<file path="config.mk">
export PLATFORM = sky130hd
export DESIGN_NAME = ita_fifo
export DESIGN_NICKNAME = d
export VERILOG_FILES = /design/src/rtl/ita_pkg.sv /design/src/rtl/ita_fifo.sv
export SDC_FILE = /design/constraint.sdc
export NUM_CORES = 1
export LEC_CHECK = 0
export BUFFER_PORTS_ARGS = -buffer_cell sky130_fd_sc_hd__buf_2
export CAP_MARGIN = 10
export CORE_MARGIN = 5
export CORE_UTILIZATION = 38
export DETAILED_ROUTE_END_ITERATION = 10
export MAX_ROUTING_LAYER = met4
export PLACE_DENSITY = 0.57
export SYNTH_ARGS = -nofsm -noshare
export SYNTH_HDL_FRONTEND = slang
export SYNTH_SLANG_ARGS = --single-unit
</file>
<file path="constraint.sdc">
create_clock -name clock -period 2.3 [get_ports clock]
set_clock_uncertainty 0.05 [all_clocks]
set_input_delay 0.23 -clock clock [delete_from_list [all_inputs] [get_ports clock]]
set_output_delay 0.23 -clock clock [all_outputs]
set_load 0.02 [all_outputs]
</file>
<file path="src/rtl/ita_pkg.sv">
// shared types, character codes and helpers for the integer to ascii formatter
// no dependencies; imported by every module of the block
package ita_pkg;

   // base select codes
   localparam logic [1:0] BASE_BIN = 2'd0;
   localparam logic [1:0] BASE_OCT = 2'd1;
   localparam logic [1:0] BASE_DEC = 2'd2;
   localparam logic [1:0] BASE_HEX = 2'd3;

   // ascii characters
   localparam logic [7:0] CHAR_ZERO    = 8'h30;
   localparam logic [7:0] CHAR_LOWER_B = 8'h62;
   localparam logic [7:0] CHAR_MINUS   = 8'h2d;
   localparam logic [7:0] CHAR_PLUS    = 8'h2b;
   localparam logic [7:0] CHAR_SPACE   = 8'h20;
   localparam logic [7:0] CHAR_UPPER_A = 8'h41;
   localparam logic [7:0] CHAR_LOWER_A = 8'h61;
   localparam logic [7:0] CHAR_UPPER_X = 8'h58;
   localparam logic [7:0] CHAR_LOWER_X = 8'h78;
   localparam logic [7:0] CHAR_NONE    = 8'h00;

   // field limits
   localparam logic [7:0] MAX_WIDTH = 8'd64;
   localparam logic [7:0] MAX_PREC  = 8'd62;

   // divide by ten: q = (v * RECIP10) >> RECIP10_SHIFT, exact for any 32-bit v
   localparam logic [31:0] RECIP10       = 32'hcccc_cccd;
   localparam int          RECIP10_SHIFT = 35;
   localparam int          QUO_W         = 64 - RECIP10_SHIFT;

   // job queue between front and back, depth must be a power of two
   localparam int QUEUE_DEPTH = 2;
   localparam int QUEUE_PTR_W = 1;
   localparam int QUEUE_CNT_W = 2;

   typedef enum logic [1:0] {
      FS_IDLE,
      FS_CONV,
      FS_PUSH
   } ita_front_state_type;

   typedef struct packed {
      logic [31:0] magnitude;
      logic        negative;
      logic [1:0]  base_select;
      logic        left_align;
      logic        zero_pad;
      logic        plus_sign;
      logic        space_sign;
      logic        alt_form;
      logic        precision_given;
      logic [5:0]  precision;
      logic [6:0]  width;
      logic        upper_case;
   } ita_req_type;

   // segment lengths of one formatted item, prefix first character in the top byte
   typedef struct packed {
      logic [6:0]  n_lead;
      logic [1:0]  n_prefix;
      logic [15:0] prefix;
      logic [6:0]  n_zero;
      logic [5:0]  n_digit;
      logic [6:0]  n_trail;
      logic [6:0]  total;
      logic        upper;
   } ita_job_type;

   localparam int JOB_W = $bits(ita_job_type);

   function automatic logic [7:0] digit_char(input logic [3:0] d, input logic upper);
      logic [7:0] alpha;
      alpha = upper ? CHAR_UPPER_A : CHAR_LOWER_A;
      if (d < 4'd10) begin
         return CHAR_ZERO + {4'h0, d};
      end else begin
         return alpha + {4'h0, d} - 8'd10;
      end
   endfunction

endpackage

</file>
<file path="src/rtl/ita_fifo.sv">
// short job queue between front and back end
// depends on ita_pkg for the depth constants
module ita_fifo #(
   parameter int WIDTH = 8
) (
   input  logic             clock,
   input  logic             reset,
   input  logic             push,
   input  logic [WIDTH-1:0] wdata,
   output logic             full,
   input  logic             pop,
   output logic [WIDTH-1:0] rdata,
   output logic             empty
);
   import ita_pkg::*;

   logic [WIDTH-1:0]       mem_ff [QUEUE_DEPTH];
   logic [QUEUE_PTR_W-1:0] wr_ptr_ff, rd_ptr_ff;
   logic [QUEUE_CNT_W-1:0] count_ff, count_in;

   assign full  = count_ff == QUEUE_CNT_W'(QUEUE_DEPTH);
   assign empty = count_ff == '0;
   assign rdata = mem_ff[rd_ptr_ff];

   always_comb begin
      count_in = count_ff;
      if (push && !pop) begin
         count_in = count_ff + QUEUE_CNT_W'(1);
      end else if (pop && !push) begin
         count_in = count_ff - QUEUE_CNT_W'(1);
      end
   end

   always_ff @(posedge clock) begin
      if (reset) begin
         wr_ptr_ff <= '0;
         rd_ptr_ff <= '0;
         count_ff  <= '0;
      end else begin
         count_ff <= count_in;
         if (push) begin
            wr_ptr_ff <= wr_ptr_ff + QUEUE_PTR_W'(1);
         end
         if (pop) begin
            rd_ptr_ff <= rd_ptr_ff + QUEUE_PTR_W'(1);
         end
      end
   end

   always_ff @(posedge clock) begin
      if (push) begin
         mem_ff[wr_ptr_ff] <= wdata;
      end
   end

`ifndef SYNTHESIS
   a_no_overflow: assert property (@(posedge clock) disable iff (reset)
      !(push && full))
      else $error("job pushed into full queue");
   a_no_underflow: assert property (@(posedge clock) disable iff (reset)
      !(pop && empty))
      else $error("job popped from empty queue");
`endif

endmodule

</file>
==> metrics.csv <==
metric;value;unit
die_area;3069;um2
synth_compound_area_share;1.278;%
drt_iter0_drc;12;
grt_pass1_vias;450;
die_y;55.40;um
grt_max_degree;13;
ir_drop;0.3577;mV
crit_arrival;1.39;ns
tightest_slew;0.6709;ns
cts-htree-levels;1;
route.detailed.drc;0;
setup_tns;0;ns
seq_power_share;61.7;%
synth_xor_area_share;4.473;%
required;2.02;ns
syn_area_per_cell;16.66;um2
holdPathEnd;mem_ff[0][2]$_DFFE_PP_;
p_sw_share;24.58;%
min_path_cells;1;
synth-simple-area-share;5.911;%
synthAdderAreaFrac;1.597;%
rsz0062_at_grt;no;
antenna_found_initial;0;
muxShareOfSynthArea;11.50;%
grt_pass1_wl;1966;um
cts_setup_buffers;0;
grt-ovfl-total;0;
std_cell_rows;16;
p_per_area;778.7;nW/um2
dpl_cell_area;917.1;um2
syn_inst;47;
slew-limit-headroom;55.18;%
clock_latency;0.29;ns
finalSetupViolCount;0;
syn-cell-area;783.3;um2
cts_buffers;3;
leakage;0.3753;nW
dr.pass1.iters;4;
synth.distinct_cells;15;
cts_tree;built;
drt-vias-per-instance;4.541;
hp-class;primary input to flop;
cts_hold_buf;0;
cp_slowest_cell;dfxtp_1;
nets;85;
routabilityCongestion;0.6173;
final_cell_mix;buf_2 (21), edfxtp_1 (16), mux2_2 (8);
layout_commonest_cell;buf_2;
intPower;0.5548;mW
finalHoldViolCount;0;
slowest_delay;0.55;ns
start_util;39.92;%
grtUsageTotal;8.753;%
cp-end-kind;output pin;
cts_root_buf;clkbuf_4;
clockBufferDepth;2;
status;finished, final reports clean;
clk_pin_slew;0.11;ns
pin_count;22;
synth_top_family_by_area;multiplexers;
final_max_slew_viol_count;0;
drt_wl_total;1182;um
design_area;944.7;um2
crit_type;flop to output pin;
cp_cell_sequence;mux2_2 -> buf_2;
hold_ws;0.06954;ns
r2r_setup_slack;1.02;ns
drtAntennaViolNets;0;
rr_endpoint;mem_ff[0][3]$_DFFE_PP_;
power_switching;0.1808;mW
syn_nets;60;
area_growth_syn_to_layout;20.61;%
n_antenna_cell;0;
wl_per_cell;12.06;um
cts_sinks;21;
post_cts_resized;0;
fp.dieW;55.40;um
pwr-share-comb;15.8;%
clkPwrFrac;22.5;%
yosysWarnings;0;
fmax;0.5984;GHz
core;1962;um2
synth-seq-cells;21;
r2r-start;wr_ptr_ff$_SDFFE_PP0P_;
ys_seq_area_share;74.12;%
finalCriticalPeriod;1.671;ns
cp_max_fo;8;
post-route-period-util;72.66;%
cap_violations;0;
rr_worst_depth;1;
place.port_buffers;21;
drive_gt1_share;47.89;%
worstHoldStart;wdata[2];
post-route-util;48.15;%
timing.critical_path.from_type;flop;
vias;445;
[critical path, delay by kind of cell, from the launching register on]
| kind | cells | cell delay (ns) |
|---|---|---|
| multiplexers | 1 | 0.39 |
| flip-flops | 1 | 0.55 |
| buffers and inverters | 1 | 0.16 |
[layer usage]
metal | track usage (%) | vias up | wire length, um
met5 | - | - | 0
met4 | 7.292 | 0 | 36
met3 | 2.564 | 4 | 76
met2 | 13.01 | 17 | 565
met1 | 9.573 | 208 | 504
li1 | - | 216 | -
[cells in the mapped netlist, drive strengths merged]
master / n / area, um2
o21ai: 1 / 5.000
ha: 1 / 12.51
nor2b: 1 / 6.260
and2: 1 / 6.260
or3: 1 / 6.260
inv: 1 / 3.750
buf: 1 / 5.000
xnor2: 2 / 17.52
mux2: 8 / 90.09
nor2: 5 / 18.77
edfxtp: 16 / 480.5
and2b: 1 / 8.760
xor2: 2 / 17.52
a21oi: 1 / 5.000
dfxtp: 5 / 100.1
[cell type report]
type | instances | area [um2]
tap | 27 | 33.78
fill | 195 | 1017
timing repair buffer | 21 | 105.1
multi-input combinational | 24 | 193.9
clock inverter | 1 | 5.005
sequential | 21 | 580.6
inverter | 1 | 3.754
clock buffer | 3 | 22.52
[how the worst max path moves through the flow]
stage / start / end / cells past startpoint / slack, ns
finish: flop / rdata[2] / 2 / 0.63
global route: flop / rdata[2] / 2 / 0.56
CTS: flop / rdata[2] / 2 / 0.59
detailed placement: push / mem_ff[0][1]$_DFFE_PP_ / 2 / 0.94
global placement: push / mem_ff[0][1]$_DFFE_PP_ / 2 / 0.92
floorplan: wr_ptr_ff$_SDFFE_PP0P_ / mem_ff[0][0]$_DFFE_PP_ / 1 / 1.16
[registers in the layout, indices dropped and copies added, names as in the netlist, named ones only]
signal	cells
count_ff	2
wr_ptr_ff	1
mem_ff	16
rd_ptr_ff	1
[cell families after synthesis]
| logic type | count (synthesis) |
|---|---|
| fa+ha+maj | 1 |
| xor+xnor | 4 |
| compound gates | 2 |
| flops | 21 |
| simple gates | 9 |
| buf+inv | 2 |
| mux | 8 |
[power by group through the flow]
stage	logic, mW	clock network (mW)	registers, mW
floorplan	0.0842	0	0.455
global placement	0.117	0	0.462
detailed placement	0.118	0	0.464
CTS	0.118	0.177	0.455
global route	0.127	0.194	0.457
finish	0.116	0.166	0.454
[stage by stage]
stage          cells  setup WS (ns)  power [mW]
4_1_cts           98         0.5910      0.7501
3_5_place_dp      94         0.9363      0.5814
6_report          98         0.6289      0.7356
5_1_grt           98         0.5599      0.7791
2_1_floorplan     47          1.162      0.5392
3_3_place_gp      94         0.9226      0.5799
Power figures use the tool's default switching activity.
