--- src/rtl/ita_pkg.sv ---
// shared types, character codes and helpers for the integer to ascii formatter
// no dependencies; imported by every module of the block
package ita_pkg;

   // base select codes
   localparam logic [1:0] BASE_BIN = 2'd0;
   localparam logic [1:0] BASE_OCT = 2'd1;
   localparam logic [1:0] BASE_DEC = 2'd2;
   localparam logic [1:0] BASE_HEX = 2'd3;

   // ascii characters
   localparam logic [7:0] CHAR_ZERO    = 8'h30;
   localparam logic [7:0] CHAR_LOWER_B = 8'h62;
   localparam logic [7:0] CHAR_MINUS   = 8'h2d;
   localparam logic [7:0] CHAR_PLUS    = 8'h2b;
   localparam logic [7:0] CHAR_SPACE   = 8'h20;
   localparam logic [7:0] CHAR_UPPER_A = 8'h41;
   localparam logic [7:0] CHAR_LOWER_A = 8'h61;
   localparam logic [7:0] CHAR_UPPER_X = 8'h58;
   localparam logic [7:0] CHAR_LOWER_X = 8'h78;
   localparam logic [7:0] CHAR_NONE    = 8'h00;

   // field limits
   localparam logic [7:0] MAX_WIDTH = 8'd64;
   localparam logic [7:0] MAX_PREC  = 8'd62;

   // divide by ten: q = (v * RECIP10) >> RECIP10_SHIFT, exact for any 32-bit v
   localparam logic [31:0] RECIP10       = 32'hcccc_cccd;
   localparam int          RECIP10_SHIFT = 35;
   localparam int          QUO_W         = 64 - RECIP10_SHIFT;

   // job queue between front and back, depth must be a power of two
   localparam int QUEUE_DEPTH = 2;
   localparam int QUEUE_PTR_W = 1;
   localparam int QUEUE_CNT_W = 2;

   typedef enum logic [1:0] {
      FS_IDLE,
      FS_CONV,
      FS_PUSH
   } ita_front_state_type;

   typedef struct packed {
      logic [31:0] magnitude;
      logic        negative;
      logic [1:0]  base_select;
      logic        left_align;
      logic        zero_pad;
      logic        plus_sign;
      logic        space_sign;
      logic        alt_form;
      logic        precision_given;
      logic [5:0]  precision;
      logic [6:0]  width;
      logic        upper_case;
   } ita_req_type;

   // segment lengths of one formatted item, prefix first character in the top byte
   typedef struct packed {
      logic [6:0]  n_lead;
      logic [1:0]  n_prefix;
      logic [15:0] prefix;
      logic [6:0]  n_zero;
      logic [5:0]  n_digit;
      logic [6:0]  n_trail;
      logic [6:0]  total;
      logic        upper;
   } ita_job_type;

   localparam int JOB_W = $bits(ita_job_type);

   function automatic logic [7:0] digit_char(input logic [3:0] d, input logic upper);
      logic [7:0] alpha;
      alpha = upper ? CHAR_UPPER_A : CHAR_LOWER_A;
      if (d < 4'd10) begin
         return CHAR_ZERO + {4'h0, d};
      end else begin
         return alpha + {4'h0, d} - 8'd10;
      end
   endfunction

endpackage

--- src/rtl/ita_back.sv ---
// back end: walks the segments of one job and sends one character per cycle
// while the consumer keeps popping, through a single output register; depends on ita_pkg
module ita_back #(
   parameter int VALUE_BITS = 32
) (
   input  logic                     clock,
   input  logic                     reset,
   input  logic                     q_empty,
   input  ita_pkg::ita_job_type     q_job,
   input  logic [4*VALUE_BITS-1:0]  q_digits,
   output logic                     q_pop,
   output logic                     rsp_empty,
   input  logic                     rsp_pop,
   output logic [7:0]               rsp_character,
   output logic                     rsp_last
);
   import ita_pkg::*;

   localparam int DIG_W = 4 * VALUE_BITS;

   logic             busy_ff, busy_in;
   logic [6:0]       remain_ff, remain_in;
   logic [6:0]       lead_ff, lead_in;
   logic [1:0]       npre_ff, npre_in;
   logic [15:0]      pre_ff, pre_in;
   logic [6:0]       zero_ff, zero_in;
   logic [5:0]       ndig_ff, ndig_in;
   logic [6:0]       trail_ff, trail_in;
   logic             upper_ff, upper_in;
   logic [DIG_W-1:0] digits_ff, digits_in;
   logic             out_valid_ff, out_valid_in;
   logic [7:0]       out_char_ff;
   logic             out_last_ff;

   logic       emit, load;
   logic [7:0] char_sel;
   logic [7:0] seg_sum;

   assign emit  = busy_ff && (!out_valid_ff || rsp_pop);
   assign load  = !busy_ff && !q_empty;
   assign q_pop = load;

   always_comb begin
      busy_in   = busy_ff;
      remain_in = remain_ff;
      lead_in   = lead_ff;
      npre_in   = npre_ff;
      pre_in    = pre_ff;
      zero_in   = zero_ff;
      ndig_in   = ndig_ff;
      trail_in  = trail_ff;
      upper_in  = upper_ff;
      digits_in = digits_ff;
      char_sel  = CHAR_SPACE;
      if (load) begin
         busy_in   = 1'b1;
         remain_in = q_job.total;
         lead_in   = q_job.n_lead;
         npre_in   = q_job.n_prefix;
         pre_in    = q_job.prefix;
         zero_in   = q_job.n_zero;
         ndig_in   = q_job.n_digit;
         trail_in  = q_job.n_trail;
         upper_in  = q_job.upper;
         digits_in = q_digits;
      end else if (emit) begin
         remain_in = remain_ff - 7'd1;
         busy_in   = remain_ff != 7'd1;
         priority if (lead_ff != '0) begin
            lead_in = lead_ff - 7'd1;
         end else if (npre_ff != '0) begin
            char_sel = pre_ff[15:8];
            pre_in   = {pre_ff[7:0], CHAR_NONE};
            npre_in  = npre_ff - 2'd1;
         end else if (zero_ff != '0) begin
            char_sel = CHAR_ZERO;
            zero_in  = zero_ff - 7'd1;
         end else if (ndig_ff != '0) begin
            char_sel  = digit_char(digits_ff[DIG_W-1 -: 4], upper_ff);
            digits_in = {digits_ff[DIG_W-5:0], 4'h0};
            ndig_in   = ndig_ff - 6'd1;
         end else if (trail_ff != '0) begin
            trail_in = trail_ff - 7'd1;
         end
      end
   end

   always_comb begin
      out_valid_in = out_valid_ff;
      if (emit) begin
         out_valid_in = 1'b1;
      end else if (rsp_pop) begin
         out_valid_in = 1'b0;
      end
   end

   assign rsp_empty     = !out_valid_ff;
   assign rsp_character = out_char_ff;
   assign rsp_last      = out_last_ff;

   always_ff @(posedge clock) begin
      if (reset) begin
         busy_ff      <= 1'b0;
         remain_ff    <= '0;
         out_valid_ff <= 1'b0;
      end else begin
         busy_ff      <= busy_in;
         remain_ff    <= remain_in;
         out_valid_ff <= out_valid_in;
      end
   end

   always_ff @(posedge clock) begin
      lead_ff   <= lead_in;
      npre_ff   <= npre_in;
      pre_ff    <= pre_in;
      zero_ff   <= zero_in;
      ndig_ff   <= ndig_in;
      trail_ff  <= trail_in;
      upper_ff  <= upper_in;
      digits_ff <= digits_in;
      if (emit) begin
         out_char_ff <= char_sel;
         out_last_ff <= remain_ff == 7'd1;
      end
   end

   assign seg_sum = 8'(lead_ff) + 8'(npre_ff) + 8'(zero_ff) + 8'(ndig_ff) + 8'(trail_ff);

`ifndef SYNTHESIS
   a_remain_matches: assert property (@(posedge clock) disable iff (reset)
      busy_ff |-> seg_sum == 8'(remain_ff))
      else $error("remaining count out of step with segment counters");
   a_idle_drained: assert property (@(posedge clock) disable iff (reset)
      !busy_ff |-> remain_ff == '0)
      else $error("back end idle with characters left");
   a_open_run: assert property (@(posedge clock) disable iff (reset)
      (out_valid_ff && !out_last_ff) |-> busy_ff)
      else $error("non-final item waiting but run already closed");
`endif

endmodule

--- config.mk ---
export PLATFORM = sky130hd
export DESIGN_NAME = ita_back
export DESIGN_NICKNAME = d
export VERILOG_FILES = /design/src/rtl/ita_pkg.sv /design/src/rtl/ita_back.sv
export SDC_FILE = /design/constraint.sdc
export NUM_CORES = 1
export LEC_CHECK = 0
export BUFFER_PORTS_ARGS = -buffer_cell sky130_fd_sc_hd__buf_2
export CORE_ASPECT_RATIO = 2
export CORE_MARGIN = 3
export CORE_UTILIZATION = 58
export CTS_CLUSTER_DIAMETER = 30
export DETAILED_ROUTE_END_ITERATION = 8
export PLACE_DENSITY_LB_ADDON = 0.05
export SYNTH_ARGS = -nofsm -noshare
export SYNTH_HDL_FRONTEND = slang
export SYNTH_SLANG_ARGS = --single-unit
--- constraint.sdc ---
create_clock -name clock -period 25.8 [get_ports clock]
set_input_delay 3.87 -clock clock [delete_from_list [all_inputs] [get_ports clock]]
set_output_delay 3.87 -clock clock [all_outputs]
set_load 0.02 [all_outputs]
==> flow_metrics.env <==
export IMPL_initial_core_util_pct=59.5
export IMPL_power_density_nw_per_um2=72.7
export IMPL_area_delta_synth_final_pct=20.4
export IMPL_synth_seq_cells=185
export IMPL_syn_num_nets=1000
export IMPL_hpwl_um=12300
export IMPL_overflow=0
export IMPL_worstSetupStartpointType="primary input"
export IMPL_path_class="primary input to output port"
export IMPL_antenna_found_initial=1
export IMPL_postRouteWirelength_um=17800
export IMPL_tns_ns=0
export IMPL_cap_violations=0
export IMPL_ys_seq_area_share_pct=66.2
export IMPL_synth_area_um2=8260
export IMPL_setup_ws_ns=16.53
export IMPL_clock_skew_final_ns=0.0144
export IMPL_synth_edf_count=176
export IMPL_fin_nets=1173
export IMPL_die_area_um2=15800
export IMPL_synth_most_common_cell="nand2_1"
export IMPL_yosys_warnings=0
export IMPL_synth_largest_area_cell="edfxtp_1"
export IMPL_ioPinCount=196
export IMPL_first_iter_violations=431
export IMPL_vdd_ir_drop_max_mv=0.0499
export IMPL_vias=6113
export IMPL_drcViolationCount=0
export IMPL_synth_top_area_share_pct=64.0
export IMPL_avgSynthCellArea_um2=10.3
export IMPL_dieHeight_um=175
export IMPL_clk_latency_ns=0.42
export IMPL_outcome="finished clean"
export IMPL_synth_area_leaders="edfxtp_1 (64%), nand2_1 (19%), dfxtp_1 (2.2%)"
export IMPL_cp_data_required_time_ns=21.93
export IMPL_finalCriticalPeriod_ns=9.27
export IMPL_h_tree_depth=4
export IMPL_min_path_type="flop to flop"
export IMPL_cts_hold_buffers_added=0
export IMPL_crit_fanout=84
export IMPL_async_flop_share_pct=0
export IMPL_fillers=1090
export IMPL_chipWidth_um=90.4
export IMPL_cts_buffers=17
export IMPL_postRouteAntennaNets=0
export IMPL_grt_first_pass_wirelength_um=28700
export IMPL_cts_root_buffer="clkbuf_16"
export IMPL_slew_viol_final=0
export IMPL_synthTopCellsByCount="nand2_1 (419), edfxtp_1 (176), buf_2 (23)"
export IMPL_grt_max_degree=101
export IMPL_wl_per_cell_um=15.1
export IMPL_setup_viol=0
export IMPL_gp_congestion=0.851
export IMPL_maxSlewHeadroom_pct=16.8
export IMPL_drive_gt1_share_pct=23.5
export IMPL_cts_sinks=185
export IMPL_portBuffers=188
export IMPL_rows=61
export IMPL_diodes=0
export IMPL_first_global_vias=6169
export IMPL_clockBufferDepth=2
export IMPL_cts_reportedPaths_clkPinSlew_ns=0.06
export IMPL_placed_cells=1149
export IMPL_synthFlopType="edfxtp_1"
export IMPL_viasPerCell=5.18
export IMPL_netlist_instances=806
export IMPL_ctsResizeCount=0
export IMPL_grt_use_total_pct=23.0
export IMPL_finalNonFillerCells=1181
export IMPL_post_cts_repair_setup_buffers=0
export IMPL_cp_arrival_ns=5.40
export IMPL_core_um2=13900
export IMPL_dp_slack_ns=16.51
export IMPL_cp_end_kind="output port"
export IMPL_cts_tree="yes"
export IMPL_rsz0062_at_grt="no"
export IMPL_fmax_ghz=0.108
export IMPL_hold_violations=0
export IMPL_synth_distinct_cells=44
export IMPL_period_share_pct=35.9
export IMPL_p_leak_nw=4.43
export IMPL_worst_pin_slew_ns=1.24
export IMPL_dr_pass1_iters=5
[worst max-delay path, cell delays in order]
cell and delay [ns]:
buf_2 0.10, or2_4 0.45, inv_4 0.65, buf_2 0.29
[final cells by class]
cell class / count / area, um2 / area share (%)
clock buffers: 17 / 425 / 4.28
clock inverters: 15 / 203 / 2.04
inverters: 16 / 62.6 / 0.629
multi-input cells: 566 / 2570 / 25.9
flip-flops and latches: 185 / 5470 / 55.0
well taps: 189 / 236 / 2.38
repair buffers: 193 / 978 / 9.84
[registers in the layout, indices dropped and copies added, names as in the netlist]
register       flops
remain_ff          7
busy_ff            1
upper_ff           1
lead_ff            7
ndig_ff            6
rsp_character      8
rsp_last           1
npre_ff            2
out_valid_ff       1
digits_ff        128
pre_ff            16
zero_ff            7
[stage by stage]
stage / instance area [um2] / total power [mW] / util, % / hold WS, ns
2_1_floorplan: 8260 / 0.433 / - / 0.461
3_3_place_gp: 9320 / 0.455 / 67.1 / 0.474
3_5_place_dp: 9320 / 0.459 / 67.1 / 0.483
4_1_cts: 9950 / 0.730 / 71.6 / 0.494
5_1_grt: 9950 / 0.754 / 71.6 / 0.524
6_report: 9950 / 0.723 / 71.6 / 0.493
[cell families after synthesis]
logic type      Yosys count  synth area share (%)
compound gates           53                  3.94
xor+xnor                 18                  1.91
fa+ha+maj                 9                  1.36
buf+inv                  55                  2.85
flops                   185                  66.2
simple gates            486                  23.8
[worst paths after layout]
path | start | to | slack (ns) | depth (start not counted)
setup reg to reg | lead_ff[0]$_DFFE_PP_ | digits_ff[20]$_DFFE_PP_ | 22.32 | 8
setup / recovery | q_empty | q_pop | 16.53 | 4
hold / removal | remain_ff[5]$_SDFFE_PP0P_ | remain_ff[5]$_SDFFE_PP0P_ | 0.49 | 2
hold reg to reg | remain_ff[5]$_SDFFE_PP0P_ | remain_ff[5]$_SDFFE_PP0P_ | 0.49 | 2
[placed cells by master, fill, tap and decap left out, drive strengths merged, types with 5 or more instances in the layout]
cell type  Yosys  routed
edfxtp       176     176
xor2           8       8
nor3           7       7
inv           16      24
buf           25     193
and2          13      13
clkinv         0       5
dfxtp          9       9
clkbuf        14      17
nand2        419     419
ha             9       9
o21ai         20      20
nor2          20      20
a21oi         15      15
xnor2         10      10
nand3          7       7
[report_power, final]
part           switching, mW  leakage [nW]  total (mW)  internal [mW]
sequential            0.0105          1.77       0.372          0.362
combinational         0.0489          2.35      0.0797         0.0308
clock                  0.122         0.309       0.271          0.149
[metal layers]
layer | track usage [%] | vias up | routed length (um)
met5 | 0 | - | 7
met4 | 10.2 | 2 | 598
met3 | 4.57 | 43 | 917
met2 | 41.3 | 199 | 9640
met1 | 26.4 | 2844 | 6640
li1 | - | 3025 | -
(Power assumes the default switching activity.)
